## src/sv/rpbu_pkg.sv

```systemverilog
// ----------------------------------------------------------------------------
// rpbu_pkg
// Shared constants for the RGB pixel blend unit: mode codes, register
// indexes, channel codes, reset values and the divide-by-255 reciprocal.
// ----------------------------------------------------------------------------
`default_nettype none

package rpbu_pkg;

    localparam int unsigned ChanW    = 8;
    localparam int unsigned NumChan  = 3;
    localparam int unsigned ModeW    = 4;
    localparam int unsigned SelW     = 2;
    localparam int unsigned AmountW  = 9;
    localparam int unsigned FactorW  = 8;
    localparam int unsigned CfgIdxW  = 2;
    localparam int unsigned CfgDataW = 9;
    localparam int unsigned TermW    = 16;
    localparam int unsigned RecipW   = 17;
    localparam int unsigned RecipSh  = 24;
    localparam int unsigned ProdW    = TermW + RecipW;

    typedef logic [NumChan-1:0][ChanW-1:0] t_pix;

    localparam logic [ModeW-1:0] MODE_MUL      = 4'd0;
    localparam logic [ModeW-1:0] MODE_SCREEN   = 4'd1;
    localparam logic [ModeW-1:0] MODE_SUB      = 4'd2;
    localparam logic [ModeW-1:0] MODE_ADD      = 4'd3;
    localparam logic [ModeW-1:0] MODE_OVERLAY  = 4'd4;
    localparam logic [ModeW-1:0] MODE_COMBINE  = 4'd5;
    localparam logic [ModeW-1:0] MODE_ONLY_R   = 4'd6;
    localparam logic [ModeW-1:0] MODE_ONLY_G   = 4'd7;
    localparam logic [ModeW-1:0] MODE_ONLY_B   = 4'd8;
    localparam logic [ModeW-1:0] MODE_ADD_CH   = 4'd9;
    localparam logic [ModeW-1:0] MODE_SCALE_CH = 4'd10;

    localparam logic [CfgIdxW-1:0] REG_BLEND_MODE     = 2'd0;
    localparam logic [CfgIdxW-1:0] REG_CHANNEL_SELECT = 2'd1;
    localparam logic [CfgIdxW-1:0] REG_ADD_AMOUNT     = 2'd2;
    localparam logic [CfgIdxW-1:0] REG_SCALE_FACTOR   = 2'd3;

    localparam logic [SelW-1:0] CH_BLUE  = 2'd0;
    localparam logic [SelW-1:0] CH_GREEN = 2'd1;
    localparam logic [SelW-1:0] CH_RED   = 2'd2;

    localparam logic [ModeW-1:0]   RST_BLEND_MODE     = MODE_MUL;
    localparam logic [SelW-1:0]    RST_CHANNEL_SELECT = CH_RED;
    localparam logic [AmountW-1:0] RST_ADD_AMOUNT     = 9'd0;
    localparam logic [FactorW-1:0] RST_SCALE_FACTOR   = 8'd1;

    localparam logic [ChanW-1:0]  CHAN_MAX   = 8'd255;
    localparam logic [TermW-1:0]  ROUND_HALF = 16'd127;
    // ceil(2^24 / 255); exact floor division for terms below 66052.
    localparam logic [RecipW-1:0] RECIP_255  = 17'd65794;

endpackage

`default_nettype wire

```

## src/sv/rgb_pixel_blend_unit.sv

```systemverilog
// An accepted input item passes the stage-one, stage-two and output registers.
// Throughput: one item per cycle when i_stall is low; the stage-two reciprocal multiplier is the
// deepest path and every stage holds one item.
// Reset clears all stage valid bits and loads the register reset values.
// ----------------------------------------------------------------------------
// rgb_pixel_blend_unit
// Three-stage pixel blender: operand product, divide by 255 through a
// reciprocal multiply, then inversion and result selection.
// ----------------------------------------------------------------------------
`default_nettype none

module rgb_pixel_blend_unit (
    input  wire logic                              i_clk,
    input  wire logic                              i_rst_n,
    input  wire logic                              i_cfg_valid,
    output logic                                   o_cfg_ready,
    input  wire logic [rpbu_pkg::CfgIdxW-1:0]      i_cfg_index,
    input  wire logic [rpbu_pkg::CfgDataW-1:0]     i_cfg_data,
    input  wire logic                              i_valid,
    output logic                                   o_stall,
    input  wire logic [rpbu_pkg::ChanW-1:0]        i_a_blue,
    input  wire logic [rpbu_pkg::ChanW-1:0]        i_a_green,
    input  wire logic [rpbu_pkg::ChanW-1:0]        i_a_red,
    input  wire logic [rpbu_pkg::ChanW-1:0]        i_b_blue,
    input  wire logic [rpbu_pkg::ChanW-1:0]        i_b_green,
    input  wire logic [rpbu_pkg::ChanW-1:0]        i_b_red,
    input  wire logic [rpbu_pkg::ChanW-1:0]        i_c_blue,
    output logic                                   o_valid,
    input  wire logic                              i_stall,
    output logic [rpbu_pkg::ChanW-1:0]             o_out_blue,
    output logic [rpbu_pkg::ChanW-1:0]             o_out_green,
    output logic [rpbu_pkg::ChanW-1:0]             o_out_red
);

    logic [rpbu_pkg::ModeW-1:0]   r_blend_mode;
    logic [rpbu_pkg::SelW-1:0]    r_channel_select;
    logic [rpbu_pkg::AmountW-1:0] r_add_amount;
    logic [rpbu_pkg::FactorW-1:0] r_scale_factor;

    logic r_v1, r_v2, r_v3;
    logic en1, en2, en3;

    rpbu_pkg::t_pix                                    r_s1_simple, n_s1_simple;
    logic [rpbu_pkg::NumChan-1:0][rpbu_pkg::TermW-1:0] r_s1_term, n_s1_term;
    logic [rpbu_pkg::NumChan-1:0]                      r_s1_inv, n_s1_inv;
    logic                                              r_s1_use_div, n_s1_use_div;

    rpbu_pkg::t_pix               r_s2_simple, r_s2_quot, n_s2_quot;
    logic [rpbu_pkg::NumChan-1:0] r_s2_inv;
    logic                         r_s2_use_div;

    rpbu_pkg::t_pix r_s3_out, n_s3_out;

    rpbu_pkg::t_pix pix_a, pix_b;

    assign pix_a = {i_a_red, i_a_green, i_a_blue};
    assign pix_b = {i_b_red, i_b_green, i_b_blue};

    assign en3 = !r_v3 || !i_stall;
    assign en2 = !r_v2 || en3;
    assign en1 = !r_v1 || en2;

    assign o_stall     = !en1;
    assign o_cfg_ready = 1'b1;
    assign o_valid     = r_v3;
    assign o_out_blue  = r_s3_out[0];
    assign o_out_green = r_s3_out[1];
    assign o_out_red   = r_s3_out[2];

    // Stage one: operand selection, 8x8 products and simple modes (saturating add, sub and channel adjust).
    always_comb begin
        logic [rpbu_pkg::ChanW-1:0]   opp, opq, av, bv, adj;
        logic [rpbu_pkg::TermW-1:0]   prod, scaled;
        logic                         dbl;
        logic signed [10:0]           sum_s;
        logic [rpbu_pkg::ChanW:0]     sum_u;

        n_s1_use_div = (r_blend_mode == rpbu_pkg::MODE_MUL) ||
                       (r_blend_mode == rpbu_pkg::MODE_SCREEN) ||
                       (r_blend_mode == rpbu_pkg::MODE_OVERLAY);
        for (int c = 0; c < rpbu_pkg::NumChan; c++) begin
            av  = pix_a[c];
            bv  = pix_b[c];
            opp = '0;
            opq = '0;
            dbl = 1'b0;
            n_s1_inv[c] = 1'b0;
            case (r_blend_mode)
                rpbu_pkg::MODE_MUL: begin
                    opp = av;
                    opq = bv;
                end
                rpbu_pkg::MODE_SCREEN: begin
                    opp = ~av;
                    opq = ~bv;
                    n_s1_inv[c] = 1'b1;
                end
                rpbu_pkg::MODE_OVERLAY: begin
                    dbl = 1'b1;
                    if (bv[rpbu_pkg::ChanW-1]) begin
                        opp = ~av;
                        opq = ~bv;
                        n_s1_inv[c] = 1'b1;
                    end else begin
                        opp = av;
                        opq = bv;
                    end
                end
                default: begin
                    opp = '0;
                    opq = '0;
                end
            endcase
            prod = rpbu_pkg::TermW'(opp) * rpbu_pkg::TermW'(opq);
            n_s1_term[c] = (dbl ? {prod[rpbu_pkg::TermW-2:0], 1'b0} : prod) +
                           rpbu_pkg::ROUND_HALF;

            sum_s  = $signed({3'b000, av}) +
                     $signed({{2{r_add_amount[rpbu_pkg::AmountW-1]}}, r_add_amount});
            scaled = rpbu_pkg::TermW'(av) * rpbu_pkg::TermW'(r_scale_factor);
            if (r_blend_mode == rpbu_pkg::MODE_ADD_CH) begin
                if (sum_s[10]) begin
                    adj = '0;
                end else if (sum_s[9:8] != 2'b00) begin
                    adj = rpbu_pkg::CHAN_MAX;
                end else begin
                    adj = sum_s[7:0];
                end
            end else begin
                adj = (scaled[rpbu_pkg::TermW-1:rpbu_pkg::ChanW] != '0) ?
                      rpbu_pkg::CHAN_MAX : scaled[rpbu_pkg::ChanW-1:0];
            end
            sum_u = {1'b0, av} + {1'b0, bv};

            case (r_blend_mode)
                rpbu_pkg::MODE_SUB: begin
                    n_s1_simple[c] = (av >= bv) ? (av - bv) : '0;
                end
                rpbu_pkg::MODE_ADD: begin
                    n_s1_simple[c] = sum_u[rpbu_pkg::ChanW] ? rpbu_pkg::CHAN_MAX
                                                            : sum_u[rpbu_pkg::ChanW-1:0];
                end
                rpbu_pkg::MODE_COMBINE: begin
                    n_s1_simple[c] = (c == 0) ? i_c_blue : (c == 1) ? i_b_green : i_a_red;
                end
                rpbu_pkg::MODE_ONLY_R: begin
                    n_s1_simple[c] = i_a_red;
                end
                rpbu_pkg::MODE_ONLY_G: begin
                    n_s1_simple[c] = i_a_green;
                end
                rpbu_pkg::MODE_ONLY_B: begin
                    n_s1_simple[c] = i_a_blue;
                end
                rpbu_pkg::MODE_ADD_CH, rpbu_pkg::MODE_SCALE_CH: begin
                    n_s1_simple[c] = (r_channel_select == rpbu_pkg::SelW'(c)) ? adj : av;
                end
                default: begin
                    n_s1_simple[c] = av;
                end
            endcase
        end
    end

    // Stage two: floor division by 255 as a reciprocal multiply.
    always_comb begin
        logic [rpbu_pkg::ProdW-1:0] q_prod;
        for (int c = 0; c < rpbu_pkg::NumChan; c++) begin
            q_prod = rpbu_pkg::ProdW'(r_s1_term[c]) * rpbu_pkg::ProdW'(rpbu_pkg::RECIP_255);
            n_s2_quot[c] = q_prod[rpbu_pkg::RecipSh +: rpbu_pkg::ChanW];
        end
    end

    // Stage three: inversion for screen and upper overlay, then selection.
    always_comb begin
        for (int c = 0; c < rpbu_pkg::NumChan; c++) begin
            if (r_s2_use_div) begin
                n_s3_out[c] = r_s2_inv[c] ? ~r_s2_quot[c] : r_s2_quot[c];
            end else begin
                n_s3_out[c] = r_s2_simple[c];
            end
        end
    end

    always_ff @(posedge i_clk) begin
        if (!i_rst_n) begin
            r_blend_mode     <= rpbu_pkg::RST_BLEND_MODE;
            r_channel_select <= rpbu_pkg::RST_CHANNEL_SELECT;
            r_add_amount     <= rpbu_pkg::RST_ADD_AMOUNT;
            r_scale_factor   <= rpbu_pkg::RST_SCALE_FACTOR;
            r_v1             <= 1'b0;
            r_v2             <= 1'b0;
            r_v3             <= 1'b0;
        end else begin
            if (i_cfg_valid && o_cfg_ready) begin
                case (i_cfg_index)
                    rpbu_pkg::REG_BLEND_MODE: begin
                        r_blend_mode <= i_cfg_data[rpbu_pkg::ModeW-1:0];
                    end
                    rpbu_pkg::REG_CHANNEL_SELECT: begin
                        r_channel_select <= i_cfg_data[rpbu_pkg::SelW-1:0];
                    end
                    rpbu_pkg::REG_ADD_AMOUNT: begin
                        r_add_amount <= i_cfg_data[rpbu_pkg::AmountW-1:0];
                    end
                    rpbu_pkg::REG_SCALE_FACTOR: begin
                        r_scale_factor <= i_cfg_data[rpbu_pkg::FactorW-1:0];
                    end
                    default: begin
                        r_blend_mode <= r_blend_mode;
                    end
                endcase
            end
            if (en1) begin
                r_v1 <= i_valid;
            end
            if (en2) begin
                r_v2 <= r_v1;
            end
            if (en3) begin
                r_v3 <= r_v2;
            end
        end
    end

    always_ff @(posedge i_clk) begin
        if (en1) begin
            r_s1_simple  <= n_s1_simple;
            r_s1_term    <= n_s1_term;
            r_s1_inv     <= n_s1_inv;
            r_s1_use_div <= n_s1_use_div;
        end
        if (en2) begin
            r_s2_simple  <= r_s1_simple;
            r_s2_quot    <= n_s2_quot;
            r_s2_inv     <= r_s1_inv;
            r_s2_use_div <= r_s1_use_div;
        end
        if (en3) begin
            r_s3_out <= n_s3_out;
        end
    end

    a_stall_means_full: assert property (@(posedge i_clk) disable iff (!i_rst_n)
        o_stall |-> (r_v1 && r_v2 && r_v3 && i_stall))
        else $error("input stalled while the pipeline has a free stage");

    a_stage2_advance: assert property (@(posedge i_clk) disable iff (!i_rst_n)
        (r_v2 && en3) |=> r_v3)
        else $error("item lost between stage two and the output register");

    a_stage1_advance: assert property (@(posedge i_clk) disable iff (!i_rst_n)
        (r_v1 && en2) |=> r_v2)
        else $error("item lost between stage one and stage two");

    a_reset_regs: assert property (@(posedge i_clk)
        !i_rst_n |=> (r_blend_mode == rpbu_pkg::RST_BLEND_MODE &&
                      r_scale_factor == rpbu_pkg::RST_SCALE_FACTOR && !r_v3))
        else $error("registers not at reset values after reset");

endmodule

`default_nettype wire
```

## config.mk

```make
export PLATFORM = sky130hd
export DESIGN_NAME = rgb_pixel_blend_unit
export DESIGN_NICKNAME = d
export VERILOG_FILES = /design/src/sv/rpbu_pkg.sv /design/src/sv/rgb_pixel_blend_unit.sv
export SDC_FILE = /design/constraint.sdc
export NUM_CORES = 2
export LEC_CHECK = 0
export ABC_CLOCK_PERIOD_IN_PS = 8900
export BUFFER_PORTS_ARGS = -buffer_cell sky130_fd_sc_hd__buf_2
export CAP_MARGIN = 20
export CORE_UTILIZATION = 55
export DETAILED_ROUTE_END_ITERATION = 7
export MAX_ROUTING_LAYER = met4
export PLACE_DENSITY = 0.83
export SLEW_MARGIN = 15
export SYNTH_ARGS = -nofsm -noshare
export SYNTH_HDL_FRONTEND = slang
export SYNTH_SLANG_ARGS = --single-unit
```

## constraint.sdc

```tcl
create_clock -name i_clk -period 8.9 [get_ports i_clk]
set_input_delay 0.445 -clock i_clk [delete_from_list [all_inputs] [get_ports i_clk]]
set_output_delay 0.445 -clock i_clk [all_outputs]
set_load 0.05 [all_outputs]
```

### Word level (Yosys, flattened, before mapping)

Index checks and enable logic that the tools add are counted.

| operators by class | value |
|---|---|
| bitwise operators | 9 |
| add/sub/neg operators | 12 |
| reductions and logical operators | 24 |
| shift operators | 0 |
| multiplexer cells | 52 |
| equal/unequal tests | 15 |
| $lt $le $gt $ge | 3 |
| $mul | 9 |
| div/mod/pow operators | 0 |

Operators with widths:

| kind | number |
|---|---|
| 8-bit two-way mux | 33 |
| 8-bit one-hot mux with 3 select lines | 6 |
| 8-bit by 8-bit multiplier with 16-bit output | 6 |
| 8-bit one-hot mux with 6 select lines | 2 |
| 16-bit by 16-bit multiplier with 31-bit output (second input constant) | 3 |
| 8-bit inverter | 9 |
| 16-bit by 7-bit adder with 16-bit output (second input constant) | 3 |
| 16-bit two-way mux | 3 |
| 8-bit one-hot mux with 5 select lines | 1 |
| 9-bit by 9-bit adder with 10-bit output | 3 |
| 8-bit by 8-bit adder with 9-bit output | 3 |
| 8-bit >= comparator | 3 |
| 8-bit nonzero test | 3 |
| 8-bit subtractor | 3 |
| 4-bit by 3-bit == test with 1-bit output (second input constant) | 4 |
| 4-bit == test (second input constant) | 3 |
| 4-bit by 2-bit == test with 1-bit output (second input constant) | 2 |
| 2-bit AND reduction | 4 |
| 2-bit == test (second input constant) | 3 |
| 1-bit one-hot mux with 2 select lines | 3 |
| 2-bit nonzero test | 3 |
| 1-bit logical NOT | 5 |
| 1-bit logical OR | 5 |
| 2-bit by 1-bit == test with 1-bit output (second input constant) | 2 |
| 5 further kinds | 9 |

| word-level totals | value |
|---|---|
| RAM bits | 0 |
| memories kept | 0 |
| memory bits (read-only) | 0 |
| register bits after elaboration | 178 |
| input port bits | 72 |
| logic and storage cells | 150 |
| latch bits | 0 |
| output and inout port bits | 27 |

### Logic depth before layout (Yosys ltp)

| depth | value |
|---|---|
| depth after elaboration | 7 |
| gate-level depth with buffers | 28 |
| gate-level depth less buffers | 25 |

### Worst setup path after synthesis

No wires, ideal clock.

| timing path | value |
|---|---|
| path type | reg2reg |
| start point | register r_blend_mode[0] (netlist bit) |
| end point | register r_s1_term[15] (netlist bit), data pin |
| data required time | 8.643 ns |
| stages on the path, launching flop included | 27 |
| buffers on the path | 4 |
| setup time | 0.257 ns |
| path slack | 2.138 ns |
| arrival time | 6.504 ns |
| period minus slack after synthesis | 6.762 ns |
| cells stage by stage | dfxtp_1 buf_4 buf_2 inv_1 clkbuf_1 nand2_1 a21oi_1 clkbuf_1 a21oi_1 or2_2 fa_1 fa_1 inv_1 fa_1 inv_1 fa_1 inv_1 ha_1 or3_1 o21bai_1 a31oi_1 xor2_1 o21ai_0 nor3b_1 and3_1 mux2i_1 a21oi_1 |

RTL lines:

| what | RTL line | RTL |
|---|---|---|
| start, declared | rgb_pixel_blend_unit.sv:35 | `logic [rpbu_pkg::ModeW-1:0] r_blend_mode;` |
| start signal, assigned | rgb_pixel_blend_unit.sv:187 | `r_blend_mode <= rpbu_pkg::RST_BLEND_MODE;` |
| start signal, assigned | rgb_pixel_blend_unit.sv:198 | `r_blend_mode <= i_cfg_data[rpbu_pkg::ModeW-1:0];` |
| start signal, assigned | rgb_pixel_blend_unit.sv:210 | `r_blend_mode <= r_blend_mode;` |
| end signal, assigned | rgb_pixel_blend_unit.sv:229 | `r_s1_term <= n_s1_term;` |
| end, declared | rgb_pixel_blend_unit.sv:44 | `logic [rpbu_pkg::NumChan-1:0][rpbu_pkg::TermW-1:0] r_s1_term, n_s1_term;` |

==> results.md <==
- Endpoints failing hold: 0
- First-pass GRT wire length: ~120000 µm
- Hpwl dp: roughly 60000 µm
- Most frequent cell on the critical path: fa_1
- Period Utilization, post-route: 0.8925
- Final Core Density: 0.5931
- Post-Synth XOR/XNOR Area: 0.04949
- Core area: slightly above 0.05 mm²
- Fmax: between 100 and 150 MHz
- Worst path cell trace: nor2_1 > nand2_1 > a21oi_1 > a21oi_1 > or2_2 > fa_1 > fa_1 > inv_1 > fa_1 > inv_1 > fa_1 > inv_1 > ha_1 > o21ai_0 > o21bai_1 > a21oi_1 > xnor2_1 > nand3_1 > a211oi_4 > nor4bb_1 > mux2_2 > a22oi_1
- Grt total ovfl: 0
- Worst-Margin Slew: 1.096 ns
- Syn Area/Cell: around 8.6 µm²
- Cts hold-fix bufs: 0
- # DRC: 0
- Root buf cell: clkbuf_16
- Synth Area in Adders: 0.3638
- HP Class: input pin to flop
- Chip height: 231.6 µm
- Area share of and/or/nand/nor cells after synthesis: 0.1741
- Inserted Clock Buffers: 17
- Synth async-reset ratio: 0
- Ports: 99
- Final Critical Period: 7.943 ns
- Share of cells above drive strength 1: 0.06686
- GRT Total Usage: 0.2954
- Critical Path RT: between 9 and 10 ns
- Crit Path Category: flop to flop
- Site row count: 83
- CP delay by family, top: adder cells
- Mapped Nets: between 4k and 5k
- Ys flop type: edfxtp_1
- Final setup fails: 0
- Status: finished clean
- Synth area leaders: ha_1, edfxtp_1, fa_1, nor2_1, inv_1
- Most instantiated library cell after synthesis: ha_1
- Pre-antenna DRT Iters: 6
- Cells resized by post-CTS repair: 0
- Commonest cells in the netlist: ha_1, nor2_1, inv_1
- Post-DRT Antenna Nets: 0
- Final nets: between 4k and 5k
- Routed wire length per instance: about 19 µm
- Vias in the first global route: 23.91k
- Setup Skew: 0.02236 ns
- Worst IR drop on VDD: 0.2155 mV
- Main combinational cell family by area after synthesis: adder cells
- Clock sink count: between 150 and 200
- GP Congestion: approximately 0.99
- Register area share after synthesis: 0.1754
- Kind of end point of the critical path: flop
- Yosys top cell area share: 0.2084
- Iteration-0 DRC Markers: about 2.0k
- CP peak stage delay: roughly 0.75 ns
- Rel. slew slack: 0.2672
- CTS H-tree depth: 4
- Critical Path Start Type: flop
- TritonCTS clock tree: done
- Post-CTS setup buffers: 0
- Bufs on Longest Clock Path: 2
- Slowest stage cell, crit path: a21oi_1
- RSZ-0062 raised after global routing: no
- Max Slew Vio Count: 0
- CP arrival: roughly 8.1 ns
- Netlist cell types: 98
- Clock transition at path regs: roughly 0.080 ns
- Layout overhead on the synthesized area: 5.791%
- DIE AREA: between 0.05 and 0.06 mm²
- Fillers: around 4.5k
- Multi-input logic area: 0.02207 mm²
- Post-synth EDFFs: between 150 and 200
- Final Power: 8000 µW
- Die Width: roughly 230 µm
- Synthesized area: ~0.029 mm²
- Worst R2R Setup Slack: roughly 0.96 ns
- Mux cell area share after synthesis: 0.01122
- Initial antenna violation count: 6
- Vias per inst: 5.982
- Largest net degree at the start of global routing: 77
- MaxCap Viol Count: 0
- Yosys top cell by area: ha_1
- Pwr per Cell Area: ~260 mW/mm²
- Compound-gate portion of the synthesized area: 0.1622
- Starting Density: 0.5607
- Total negative slack: 0 ns
- Via count: ~24k
- PortBufs: 97
- Post-synthesis instance total: around 3.4k
- Leak Pwr: around 0.015 µW
- Register area: 0.005087 mm²
- Crit Path Max Fanout: 17
- Clk_lat worst skew: ~0.47 ns
- Routed WL: approximately 76000 µm
- Synth Register Bits: 178
- Synthesis Warnings: 0
- Buf/Inv on CP: 3
## power by group
group          internal [µW]  switching, µW  leakage (µW)  total (µW)
combinational           2380           3320        0.0125        5700
sequential              1320            199       0.00185        1520
clock                    405            378      0.000299         783
## kinds of logic after synthesis
logic type | after synthesis
AO/OA/AOI/OAI | 731
XOR/XNOR | 163
adder cells (fa/ha/maj) | 708
buffers and inverters | 488
flip-flops | 178
multiplexers | 32
other | 1
AND/OR/NAND/NOR | 1059
## layout make-up
class / count / area share
well taps: 680 / 0.02774
clock buffers: 17 / 0.01387
repair buffers: 119 / 0.02121
diodes: 5 / 0.0004079
clock inverters: 15 / 0.005955
multi-input cells: 2694 / 0.7195
inverters: 372 / 0.04552
flip-flops and latches: 178 / 0.1658
## layout by cell type, fill, tap and decap left out, types with 22 or more instances in the layout
cell      synthesis  layout
ha_1            483     483
nor2_1          410     410
inv_1           371     370
a21oi_1         233     233
fa_1            225     225
nand2_1         218     217
edfxtp_1        152     152
o21ai_0         134     134
and2_1          132     132
xnor2_1         116     116
buf_2             9      97
nand3_1          49      49
xor2_1           46      46
nor3_1           45      45
or2_2            43      43
nor2b_1          38      38
a21o_1           38      38
a211oi_1         37      37
o21a_1           32      32
nand2b_1         28      28
mux2i_1          28      28
o21bai_1         24      24
dfxtp_1          26      24
a22oi_1          22      22
a31oi_1          22      22
buf_4             2      22
## worst paths after layout
path / from / end / cells past startpoint
min: i_valid / r_v1 / 2
min reg2reg: r_s1_inv[0] / r_s2_inv[0] / 0
max: r_blend_mode[3] / r_s1_term[31] / 22
max reg2reg: r_blend_mode[3] / r_s1_term[31] / 22
## stage by stage
| step | hold WS, ns | cells | area [µm²] | worst slack [ns] |
|---|---|---|---|---|
| 4_1_cts | 0.1833 | 4075 | 30660 | 1.071 |
| 3_5_place_dp | 0.4045 | 4043 | 30050 | 1.085 |
| 3_3_place_gp | 0.4000 | 4043 | 30050 | 1.278 |
| 5_1_grt | 0.1935 | 4080 | 30680 | 0.3829 |
| 2_1_floorplan | 0.4003 | 3360 | 29000 | 2.138 |
| 6_report | 0.1932 | 4080 | 30680 | 0.9567 |
## per-layer routing
metal,track usage,part of all wire
met5,-,0
met4,0.08059,0.027
met3,0.04675,0.086
met2,0.4848,0.47
met1,0.3774,0.42
## state kept, by name (all words and copies together) (netlist names), 3 cells and up
name	flops
r_s2_quot	24
o_out_green	8
r_blend_mode	4
r_s1_inv	3
r_s2_simple	24
r_scale_factor	8
r_add_amount	9
o_out_blue	8
r_s1_simple	24
r_s1_term	48
o_out_red	8
r_s2_inv	3
(Power assumes the default switching activity.)
